### src/assert_macros.svh
// assertion macros included by the decoder rtl
`ifndef ASSERT_MACROS_SVH
`define ASSERT_MACROS_SVH

// clocked assertion with explicit clock and active-low reset
`define ASSERT_IMPL(label, clk, rst_n, prop, msg) \
  label: assert property (@(posedge clk) disable iff (!rst_n) (prop)) else $error(msg);

// clocked assertion on the house clock and reset
`define ASSERT(label, prop, msg) \
  `ASSERT_IMPL(label, clk_i, rst_ni, prop, msg)

`endif

### src/utf8d_pkg.sv
// types and constants of the utf-8 code point decoder
package utf8d_pkg;

  localparam int unsigned ByteW  = 8;
  localparam int unsigned CodeW  = 21;
  localparam int unsigned CountW = 3;

  typedef logic [ByteW-1:0]  byte_t;
  typedef logic [CodeW-1:0]  code_t;
  typedef logic [CountW-1:0] count_t;

  localparam code_t MaxCodeReset = 21'h10FFFF;

  typedef enum logic [1:0] {
    STATUS_OK        = 2'd0,
    STATUS_MALFORMED = 2'd1,
    STATUS_RANGE     = 2'd2
  } status_e;

  localparam count_t SeqNone = 3'd0;
  localparam count_t SeqTwo  = 3'd2;
  localparam count_t SeqThree = 3'd3;
  localparam count_t SeqFour = 3'd4;
  localparam count_t CountOne = 3'd1;

endpackage

### src/utf8d_byte_if.sv
// input channel: one text byte per beat
interface utf8d_byte_if;
  import utf8d_pkg::*;

  logic  valid;
  logic  ready;
  byte_t byte_in;

  modport source (output valid, output byte_in, input ready);
  modport sink   (input valid, input byte_in, output ready);
endinterface

### src/utf8d_cp_if.sv
// output channel: one decoded character or error per beat
interface utf8d_cp_if;
  import utf8d_pkg::*;

  logic    valid;
  logic    ready;
  code_t   code_point;
  status_e status;
  count_t  byte_count;

  modport source (output valid, output code_point, output status, output byte_count,
                  input ready);
  modport sink   (input valid, input code_point, input status, input byte_count,
                  output ready);
endinterface

### src/utf8_code_point_decoder.sv
// utf-8 code point decoder top level
//
//   channel    dir  width              beat
//   byte_i     in   8                  one text byte
//   cp_o       out  21 + 2 + 3         code point, status, byte count
//   max_code   in   21 + write enable  largest four-byte code point
//
// one byte per cycle when ready; a result shows the cycle after its last byte
// the sequence state and the result register are the only stages
// a result waiting on cp_o does not stop byte_i unless it is stalled itself
// asynchronous active-low reset closes any open sequence and empties the result
module utf8_code_point_decoder (
  input  logic               clk_i,
  input  logic               rst_ni,
  input  logic               max_code_we_i,
  input  utf8d_pkg::code_t   max_code_i,
  utf8d_byte_if.sink         byte_i,
  utf8d_cp_if.source         cp_o
);
  import utf8d_pkg::*;

  code_t   max_code_q;
  count_t  seq_total_q, seq_total_d;
  count_t  seq_count_q, seq_count_d;
  code_t   partial_q, partial_d;

  logic    out_valid_q;
  code_t   out_code_q;
  status_e out_status_q;
  count_t  out_count_q;

  logic    emit;
  code_t   emit_code;
  status_e emit_status;
  count_t  emit_count;

  logic    accept;
  byte_t   b;
  code_t   partial_next;
  count_t  count_next;

  assign byte_i.ready = !out_valid_q || cp_o.ready;
  assign accept       = byte_i.valid && byte_i.ready;
  assign b            = byte_i.byte_in;

  assign partial_next = {partial_q[CodeW-7:0], b[5:0]};
  assign count_next   = seq_count_q + CountOne;

  always_comb begin
    seq_total_d = seq_total_q;
    seq_count_d = seq_count_q;
    partial_d   = partial_q;
    emit        = 1'b0;
    emit_code   = '0;
    emit_status = STATUS_OK;
    emit_count  = CountOne;
    if (seq_total_q == SeqNone) begin
      priority if (b[7:3] == 5'b11110) begin
        seq_total_d = SeqFour;
        seq_count_d = CountOne;
        partial_d   = code_t'(b[2:0]);
      end else if (b[7:4] == 4'b1110) begin
        seq_total_d = SeqThree;
        seq_count_d = CountOne;
        partial_d   = code_t'(b[3:0]);
      end else if (b[7:5] == 3'b110) begin
        seq_total_d = SeqTwo;
        seq_count_d = CountOne;
        partial_d   = code_t'(b[4:0]);
      end else begin
        emit      = 1'b1;
        emit_code = code_t'(b);
      end
    end else begin
      priority if (b == '0) begin
        seq_total_d = SeqNone;
        seq_count_d = '0;
        partial_d   = '0;
        emit        = 1'b1;
        emit_status = STATUS_MALFORMED;
        emit_count  = seq_count_q;
      end else if (b[7:6] != 2'b10) begin
        seq_total_d = SeqNone;
        seq_count_d = '0;
        partial_d   = '0;
        emit        = 1'b1;
        emit_status = STATUS_MALFORMED;
        emit_count  = count_next;
      end else if (count_next < seq_total_q) begin
        seq_count_d = count_next;
        partial_d   = partial_next;
      end else begin
        seq_total_d = SeqNone;
        seq_count_d = '0;
        partial_d   = '0;
        emit        = 1'b1;
        emit_count  = seq_total_q;
        if (seq_total_q == SeqFour && partial_next > max_code_q) begin
          emit_status = STATUS_RANGE;
        end else begin
          emit_code = partial_next;
        end
      end
    end
  end

  always_ff @(posedge clk_i or negedge rst_ni) begin
    if (!rst_ni) begin
      max_code_q <= MaxCodeReset;
    end else if (max_code_we_i) begin
      max_code_q <= max_code_i;
    end
  end

  always_ff @(posedge clk_i or negedge rst_ni) begin
    if (!rst_ni) begin
      seq_total_q <= SeqNone;
      seq_count_q <= '0;
      partial_q   <= '0;
      out_valid_q <= 1'b0;
    end else begin
      if (accept) begin
        seq_total_q <= seq_total_d;
        seq_count_q <= seq_count_d;
        partial_q   <= partial_d;
      end
      if (accept && emit) begin
        out_valid_q <= 1'b1;
      end else if (cp_o.ready) begin
        out_valid_q <= 1'b0;
      end
    end
  end

  // result payload, no reset needed
  always_ff @(posedge clk_i) begin
    if (accept && emit) begin
      out_code_q   <= emit_code;
      out_status_q <= emit_status;
      out_count_q  <= emit_count;
    end
  end

  assign cp_o.valid      = out_valid_q;
  assign cp_o.code_point = out_code_q;
  assign cp_o.status     = out_status_q;
  assign cp_o.byte_count = out_count_q;

`include "assert_macros.svh"

  `ASSERT(a_seq_total_legal, seq_total_q == SeqNone || seq_total_q == SeqTwo || seq_total_q == SeqThree || seq_total_q == SeqFour, "illegal sequence length")
  `ASSERT(a_seq_count_below_total, seq_total_q != SeqNone |-> seq_count_q != '0 && seq_count_q < seq_total_q, "sequence count out of range")
  `ASSERT(a_closed_is_clear, seq_total_q == SeqNone |-> seq_count_q == '0 && partial_q == '0, "closed sequence holds stale state")
  `ASSERT(a_range_covers_four, cp_o.valid && cp_o.status == STATUS_RANGE |-> cp_o.byte_count == SeqFour, "range error not on four bytes")
  `ASSERT(a_error_code_zero, cp_o.valid && cp_o.status != STATUS_OK |-> cp_o.code_point == '0, "error beat with nonzero code point")

endmodule
### src/flat_wrapper.sv
// flat-port wrapper written by rule: the top's interface ports become plain ports
module utf8_code_point_decoder_flat import utf8d_pkg::*;
  (clk_i, rst_ni, max_code_we_i, max_code_i, byte_i_valid, byte_i_byte_in, byte_i_ready, cp_o_valid, cp_o_code_point, cp_o_status, cp_o_byte_count, cp_o_ready);
  utf8d_byte_if byte_i_i ();
  utf8d_cp_if cp_o_i ();
  input  logic clk_i;
  input  logic rst_ni;
  input  logic max_code_we_i;
  input  utf8d_pkg::code_t max_code_i;
  input wire logic [$bits(byte_i_i.valid)-1:0] byte_i_valid;
  input wire logic [$bits(byte_i_i.byte_in)-1:0] byte_i_byte_in;
  output wire logic [$bits(byte_i_i.ready)-1:0] byte_i_ready;
  output wire logic [$bits(cp_o_i.valid)-1:0] cp_o_valid;
  output wire logic [$bits(cp_o_i.code_point)-1:0] cp_o_code_point;
  output wire logic [$bits(cp_o_i.status)-1:0] cp_o_status;
  output wire logic [$bits(cp_o_i.byte_count)-1:0] cp_o_byte_count;
  input wire logic [$bits(cp_o_i.ready)-1:0] cp_o_ready;
  assign byte_i_i.valid = byte_i_valid;
  assign byte_i_i.byte_in = byte_i_byte_in;
  assign byte_i_ready = byte_i_i.ready;
  assign cp_o_valid = cp_o_i.valid;
  assign cp_o_code_point = cp_o_i.code_point;
  assign cp_o_status = cp_o_i.status;
  assign cp_o_byte_count = cp_o_i.byte_count;
  assign cp_o_i.ready = cp_o_ready;
  utf8_code_point_decoder u_core (.clk_i(clk_i), .rst_ni(rst_ni), .max_code_we_i(max_code_we_i), .max_code_i(max_code_i), .byte_i(byte_i_i), .cp_o(cp_o_i));
endmodule
### config.mk
export PLATFORM = sky130hd
export DESIGN_NAME = utf8_code_point_decoder_flat
export DESIGN_NICKNAME = d
export VERILOG_FILES = /design/src/utf8d_pkg.sv /design/src/utf8d_byte_if.sv /design/src/utf8d_cp_if.sv /design/src/utf8_code_point_decoder.sv /design/src/flat_wrapper.sv
export VERILOG_INCLUDE_DIRS = /design/src /design/src/src
export SDC_FILE = /design/constraint.sdc
export NUM_CORES = 1
export LEC_CHECK = 0
export BUFFER_PORTS_ARGS = -buffer_cell sky130_fd_sc_hd__buf_2
export CORE_ASPECT_RATIO = 2
export CORE_MARGIN = 2
export CORE_UTILIZATION = 30
export DETAILED_ROUTE_END_ITERATION = 8
export GPL_ROUTABILITY_DRIVEN = 0
export PLACE_DENSITY_LB_ADDON = 0.2
export SYNTH_ARGS = -nofsm -noshare
export SYNTH_HDL_FRONTEND = slang
export SYNTH_SLANG_ARGS = --single-unit
### constraint.sdc
create_clock -name clk_i -period 5.34 [get_ports clk_i]
set_input_delay 0.534 -clock clk_i [delete_from_list [all_inputs] [get_ports clk_i]]
set_output_delay 0.534 -clock clk_i [all_outputs]
set_load 0.02 [all_outputs]
==> results of run 1 <==
-- placed cells by master (no fill, tap or decap), types with 2 or more instances in the layout --
| master | instances |
|---|---|
| buf_2 | 61 |
| or2_2 | 3 |
| a22o_2 | 2 |
| nand2b_1 | 2 |
| nor3_1 | 5 |
| a211oi_1 | 15 |
| or3_1 | 2 |
| edfxtp_1 | 26 |
| o21ai_0 | 34 |
| o221ai_1 | 3 |
| inv_1 | 38 |
| nand3b_1 | 2 |
| dfstp_2 | 17 |
| nor4_1 | 3 |
| clkbuf_16 | 9 |
| nand4_1 | 5 |
| a22oi_1 | 4 |
| nand3_1 | 15 |
| a21o_1 | 3 |
| o22ai_1 | 2 |
| a22o_1 | 10 |
| ha_1 | 24 |
| nor2_1 | 9 |
| nand2_1 | 46 |
| dfrtp_1 | 26 |
| o31ai_1 | 3 |
| o211ai_1 | 4 |
| clkinvlp_4 | 3 |
| a21oi_1 | 14 |
-- routing by layer --
layer | vias to the layer above | GRT usage (%) | share of wire [%]
met1 | 1341 | 15.4 | 34
met3 | 22 | 3.46 | 3.2
met2 | 64 | 30.0 | 59
met4 | 0 | 7.99 | 3.5
met5 | - | 0 | 0
li1 | 1377 | - | -
-- worst max-delay path: stages (launching register included) --
cell,delay (ps)
dfrtp_1,450
ha_1,240
xor2_1,300
ha_1,250
or2_2,120
o22ai_2,110
nor2_1,730
nand3_1,140
o211ai_1,320
-- metrics by stage --
step,worst slack [ps],util [%],hold WS [ps]
CTS,2470,36.9,395
finish,2470,36.9,363
detailed placement,2460,34.3,499
global route,2290,36.9,401
global placement,2490,34.3,498
floorplan,1190,-,238
-- flip-flops by register name (all words and copies together), names as in the netlist --
register	flops
u_core.cp_o.status	2
u_core.cp_o.code_point	21
u_core.cp_o.valid	1
u_core.partial_q	15
u_core.seq_total_q	3
u_core.seq_count_q	3
u_core.max_code_q	21
u_core.cp_o.byte_count	3
-- cell usage after synthesis, types with 4 or more instances --
master    instances
a21oi_1          14
dfstp_2          17
dfrtp_1          26
a22oi_1           4
nor2_1            9
buf_2             4
o211ai_1          4
edfxtp_1         26
nand2_1          46
o21ai_0          34
ha_1             24
nand4_1           5
inv_1            38
nor3_1            5
a22o_1           10
a211oi_1         15
nand3_1          15
clkbuf_1          7
-- layout make-up --
class,count,area (um^2)
clock buffers,9,225
inverters,38,143
clock inverters,7,75.1
repair buffers,62,313
fillers,1199,7380
flip-flops and latches,69,1880
well taps,145,181
multi-input cells,228,1500
-- power groups by stage --
stage / registers, W / clock network (W) / logic (W)
6_report: 0.000724 / 0.000598 / 0.000499
5_1_grt: 0.000735 / 0.000638 / 0.000555
4_1_cts: 0.000728 / 0.000611 / 0.000509
3_5_place_dp: 0.000738 / 0 / 0.000510
3_3_place_gp: 0.000737 / 0 / 0.000500
2_1_floorplan: 0.000765 / 0 / 0.000303
-- logic make-up (layout without fill, tap and decap cells) --
kind of cell,Yosys count,in the layout,synth area share (%)
AOI/OAI and AO/OA,103,103,19.2
xor gates and xnor gates,1,1,0.245
adders and majority gates,24,24,8.38
buffers and inverters,52,116,6.11
DFF,69,69,52.4
muxes,1,1,0.314
and+or+nand+nor,99,99,13.3
-- path summary, 6_finish.rpt --
| path | endpoint | slack (ps) | depth (start not counted) |
|---|---|---|---|
| max in group asynchronous | u_core.max_code_q[17]$_DFFE_PN0P_ | 4330 | 1 |
| min reg2reg | u_core.max_code_q[10]$_DFFE_PN1P_ | 510 | 2 |
| max | u_core.cp_o.code_point[2]$_DFFE_PP_ | 2470 | 8 |
| max reg2reg | u_core.cp_o.code_point[2]$_DFFE_PP_ | 2470 | 8 |
| min in group clk_i | u_core.max_code_q[14]$_DFFE_PN1P_ | 400 | 3 |
| min | u_core.partial_q[14]$_DFFE_PN0P_ | 360 | 1 |
==> results by group, run 1 <==
Logic synthesis
  – Synthesis Warnings: 0
  – Sequential area share after synthesis: 52.4%
  – Synthesized instance count: 349
  – Dominant cell type by area after synthesis: edfxtp_1
  – Post-synth ARST share: 62.3%
  – Syn Area/Cell: 10.3 um^2
  – Primary FF master, synth: edfxtp_1
  – Top cell type's share of synthesized area: 21.8%
  – Flops & latches, synth: 69
  – Yosys cell types: 48
  – Post-Syn Area: 3580 um^2
  – Post-synth EDFFs: 26
  – Mapped Nets: 407
  – Ranking of synthesized cells by area: edfxtp_1 (22%), dfrtp_1 (18%), dfstp_2 (12%)

Drt
  – Post-Route WL: 9500 um
  – # DRC: 0
  – Initial DRC Count: 135
  – Post-route ant nets: 0
  – Vias per inst: 5.03
  – DR vias: 2,804
  – First drt pass iteration count: 4
  – Routed length per placed instance: 17.0 um

Global route
  – Vias in the first global route: 2,725
  – Antenna violations before repair: 0
  – GRT Total Usage: 15.8%
  – GRT Residual Overflow: 0
  – Largest net degree at the start of global routing: 44
  – First-pass GRT wire length: 14,800 um

Clock tree
  – CTS tree: done
  – Clk sinks: 69
  – CTS clk-pin slew, worst paths: 60 ps
  – Post-cts sizing count: 0
  – Hold_buf cts: 0
  – CTS H-Tree Depth: 3
  – Worst-case clock buffer depth: 2
  – Worst-Skew Late Latency: 340 ps
  – Num CTS Buffers: 9
  – Post-CTS setup buffer count: 0
  – Root buffer cell: clkbuf_16

Floorplanning
  – Die Y: 159 um
  – Starting density of the core: 30.6%
  – Core Region: 11,700 um^2
  – Die Area: 12,900 um^2
  – Width of the chip: 81.3 um
  – Io pins: 62
  – Row count: 56

Power and ir drop
  – Comb pwr share: 27.4%
  – Lkg Pwr: 1.86 nW
  – Worst VDD drop: 0.175 mV
  – Clock power share: 32.8%
  – Internal power: 0.00119 W
  – Net Sw Frac: 34.5%
  – Flop pwr share: 39.8%
  – P_sw: 0.000629 W
  – PwrDens: 422 nW/um^2
  – Tot Pwr: 0.00182 W

Critical path
  – CP max FO: 15
  – Crit Path Class: flip-flop to flip-flop
  – Worst r2r src: u_core.seq_count_q[0]$_DFFE_PN0P_
  – CP Data Required Time: 5470 ps
  – Crit path launch: u_core.seq_count_q[0]$_DFFE_PN0P_
  – Crit path DAT: 3000 ps
  – Setup crit start kind: flip-flop
  – Critical path endpoint category: flip-flop

Placed design
  – Post-DP HPWL: 7320 um
  – Input/output buffers: 61
  – Placed Cells: 542
  – Placement Cell Area: 4020 um^2

Timing
  – Period minus WS final: 2870 ps
  – Max_slew headroom: 32.0%
  – Unrepaired setup endpoints after global routing: false
  – Final Hold Viols: 0
  – Final slew viol count: 0
  – F_max: 0.349 GHz
  – Worst Max-Slew Pin Slew: 1020 ps
  – Clk_skew: 7.11 ps
  – Final worst-path cycle share: 53.7%
  – Final setup fails: 0
  – Total negative slack: 0 ps

Status
  – Outcome: finished, final reports clean

Final layout
  – Final #Nets: 466
  – Layout cells sized above 1: 26.9%
  – Final Instance Count excl. Fillers: 558
  – Ant. Diodes: 0
  – Final non-filler cell area: 4320 um^2
  – Syn-to-layout area delta: 20.5%

Run
  – Maxcap violations: 0

Worst hold path
  – Tightest Hold Check Type: input pin to asynchronous set/reset pin
Note: power is estimated with default switching activity, not from simulation.
==> inputs of run 2 (changes only) <==
Settings changed: ABC_AREA set to 1.
Clock period 5.34 ns to 2.9 ns, I/O delays scaled along.
==> results by group, run 2 <==
Timing
  – Clk_skew: 7.23 ps (+0.118 ps)
  – Worst Max-Slew Pin Slew: 982 ps (-37.5 ps)
  – Max_slew headroom: 34.5% (+2.5 points)
  – Final setup fails: 0 (unchanged)
  – Total negative slack: 0 ps (unchanged)
  – Final Hold Viols: 0 (unchanged)
  – Unrepaired setup endpoints after global routing: false
  – F_max: 0.408 GHz (+17%)
  – Final worst-path cycle share: 84.5% (+31 points)
  – Final slew viol count: 0 (unchanged)
  – Period minus WS final: 2450 ps (-416 ps)

Logic synthesis
  – Top post-synthesis cells by count: nand2_1 (65), inv_1 (63), nor2_1 (30), o21ai_0 (28)
  – Flops & latches, synth: 69 (unchanged)
  – Post-synthesis mux area share: 0.321% (+0.0063 points)
  – Post-synth ARST share: 62.3% (unchanged)
  – Dominant cell type by area after synthesis: edfxtp_1
  – Compound-Gate Fraction of Synth Area: 13.2% (-6.0 points)
  – Synthesized instance count: 369 (+5.7%)
  – Post-Synth Simple-Gate Area: 15.6% (+2.3 points)
  – Synthesis Warnings: 0 (unchanged)
  – Xor/xnor share of the synthesized area: 0.249% (+0.0049 points)
  – Mapped Nets: 427 (+4.9%)
  – Syn Area/Cell: 9.52 um^2 (-7.3%)
  – Ranking of synthesized cells by area: edfxtp_1 (22%), dfrtp_1 (19%), dfstp_2 (13%)
  – Synth Area in Adders: 8.55% (+0.17 points)
  – Top cell type's share of synthesized area: 22.2% (+0.43 points)
  – Yosys cell types: 30 (-38%)
  – Cell with the most instances after synthesis: nand2_1
  – Sequential area share after synthesis: 53.5% (+1.0 points)
  – Largest family of logic cells by synthesized area: simple AND/OR/NAND/NOR gates
  – Post-synth EDFFs: 26 (unchanged)
  – Post-Syn Area: 3510 um^2 (-2.0%)
  – Primary FF master, synth: edfxtp_1

Power and ir drop
  – Worst VDD drop: 0.330 mV (+89%)
  – PwrDens: 800 nW/um^2 (+90%)
  – Internal power: 0.00227 W (+90%)
  – Flop pwr share: 38.3% (-1.5 points)
  – Net Sw Frac: 33.7% (-0.80 points)
  – Comb pwr share: 27.9% (+0.5 points)
  – Tot Pwr: 0.00343 W (+88%)
  – P_sw: 0.00116 W (+84%)
  – Clock power share: 33.8% (+1.0 points)
  – Lkg Pwr: 1.98 nW (+6.4%)

Floorplanning
  – Core Region: 11,400 um^2 (-3.0%)
  – Die Area: 12,600 um^2 (-1.9%)
  – Io pins: 62 (unchanged)
  – Row count: 55 (-1.8%)
  – Width of the chip: 80.5 um (-0.93%)
  – Die Y: 157 um (-0.96%)
  – Starting density of the core: 30.9% (+0.32 points)

Drt
  – DR vias: 2,713 (-3.2%)
  – Post-route ant nets: 0 (unchanged)
  – First drt pass iteration count: 4 (unchanged)
  – Routed length per placed instance: 14.9 um (-12%)
  – Initial DRC Count: 170 (+26%)
  – Vias per inst: 4.66 (-7.2%)
  – Post-Route WL: 8680 um (-8.7%)
  – # DRC: 0 (unchanged)

Run
  – Maxcap violations: 0 (unchanged)

Global route
  – GRT Residual Overflow: 0 (unchanged)
  – GRT Total Usage: 14.9% (-0.91 points)
  – Largest net degree at the start of global routing: 44 (unchanged)
  – Antenna violations before repair: 0 (unchanged)
  – First-pass GRT wire length: 13,800 um (-6.6%)
  – Vias in the first global route: 2,770 (+1.7%)

Critical path
  – Worst reg-to-reg path cell count: 11 (+3)
  – Crit path DAT: 2520 ps (-480 ps)
  – Crit Path Class: flip-flop to flip-flop
  – CP Data Required Time: 2970 ps (-2500 ps)
  – Setup crit start kind: flip-flop
  – Critical path endpoint category: flip-flop
  – CP max FO: 21 (+6)

Placed design
  – Post-DP HPWL: 6760 um (-7.7%)
  – Input/output buffers: 61 (unchanged)

Final layout
  – Filler instances: 1,179 (-1.7%)
  – Commonest non-fill, non-tap cells in the layout: nand2_1 (65), inv_1 (63), buf_2 (61), nor2_1 (29), o21ai_0 (28)
  – Register area: 1880 um^2 (unchanged)
  – Syn-to-layout area delta: 22.0%
  – Final #Nets: 493 (+5.8%)
  – Layout cells sized above 1: 28.0% (+1.1 points)
  – Multi-input gate area: 1330 um^2 (-11%)
  – Ant. Diodes: 0 (unchanged)
  – Commonest non-fill, non-tap cell in the layout: nand2_1

Clock tree
  – Root buffer cell: clkbuf_16
  – Worst-case clock buffer depth: 2 (unchanged)
  – CTS clk-pin slew, worst paths: 60 ps (about the same)
  – Post-CTS setup buffer count: 0 (unchanged)
  – Num CTS Buffers: 9 (unchanged)
  – CTS H-Tree Depth: 3 (unchanged)
  – CTS tree: done
  – Hold_buf cts: 0 (unchanged)
  – Worst-Skew Late Latency: 330 ps (about the same)
  – Post-cts sizing count: 0 (unchanged)
  – Clk sinks: 69 (unchanged)

Status
  – Outcome: finished, final reports clean

Worst hold path
  – Tightest Hold Check Type: input pin to asynchronous set/reset pin
-- run 2: changes by cell type after synthesis, sizes merged, moves of 3 or more --
cell and change:
o22ai +7, inv +29, nand3 -3, o21ai +6, a22oi -4, nand2 +22, a211oi -15, o31ai -3
nor4 -4, or2 -3, nor2 +25, a22o -12, clkbuf -3
-- run 2: cells by family after synthesis --
kind of cell | count (synthesis)
fa+ha+maj | 24
xor+xnor | 1
compound gates | 74
mux | 1
flops | 69
simple gates | 124
buf+inv | 76
-- run 2: critical path: stages (launching register included) --
cell	delay, ps
dfrtp_1	410
ha_1	230
xnor2_1	220
inv_1	90
ha_1	290
a21oi_1	150
nand2_1	150
nand2_1	170
nor3_2	70
nand2_1	70
buf_4	240
o21ai_0	110
-- run 2: layout make-up --
| class | instances | share of cell area (%) |
|---|---|---|
| Clock buffer | 10 | 5.34 |
| Timing Repair Buffer | 64 | 7.65 |
| Clock inverter | 6 | 2.02 |
| Tap cell | 142 | 4.15 |
| Multi-Input combinational cell | 224 | 31.1 |
| Sequential cell | 69 | 43.8 |
| Inverter | 67 | 5.87 |
-- run 2: routing by layer --
layer  GRT usage [%]  share of wire (%)  vias to the layer above
li1                -                  -                     1345
met1            14.6                 35                     1256
met2            27.5                 56                       80
met3            2.98                4.1                       32
met4            9.60                5.4                        0
met5               0                  0                        -
-- run 2: through the flow --
step	worst slack [ps]	cells	util, %	instance area (um^2)	hold slack (ps)
global placement	551	566	35.0	3970	479
detailed placement	457	566	35.0	3970	492
CTS	457	582	37.7	4280	162
finish	449	582	37.7	4280	129
global route	277	582	37.7	4280	173
floorplan	385	369	-	3510	-5.59
-- run 2: worst paths after layout --
| kind | from | to | slack, ps |
|---|---|---|---|
| worst max-delay path | u_core.seq_count_q[0]$_DFFE_PN0P_ | u_core.cp_o.code_point[6]$_DFFE_PP_ | 450 |
| worst min-delay path | rst_ni | u_core.max_code_q[16]$_DFFE_PN0P_ | 130 |
| worst max register to register | u_core.seq_count_q[0]$_DFFE_PN0P_ | u_core.cp_o.code_point[6]$_DFFE_PP_ | 450 |
| worst min register to register | u_core.max_code_q[2]$_DFFE_PN1P_ | u_core.max_code_q[2]$_DFFE_PN1P_ | 490 |
| max in group asynchronous | rst_ni | u_core.partial_q[8]$_DFFE_PN0P_ | 2160 |
| min in group clk_i | max_code_i[8] | u_core.max_code_q[8]$_DFFE_PN1P_ | 170 |
-- run 2: power by group through the flow --
stage / sequential, W / clock (W) / combinational (W)
global route: 0.00132 / 0.00123 / 0.00108
global placement: 0.00133 / 0 / 0.000948
detailed placement: 0.00133 / 0 / 0.000963
floorplan: 0.00139 / 0 / 0.000590
finish: 0.00131 / 0.00116 / 0.000956
CTS: 0.00131 / 0.00118 / 0.000968
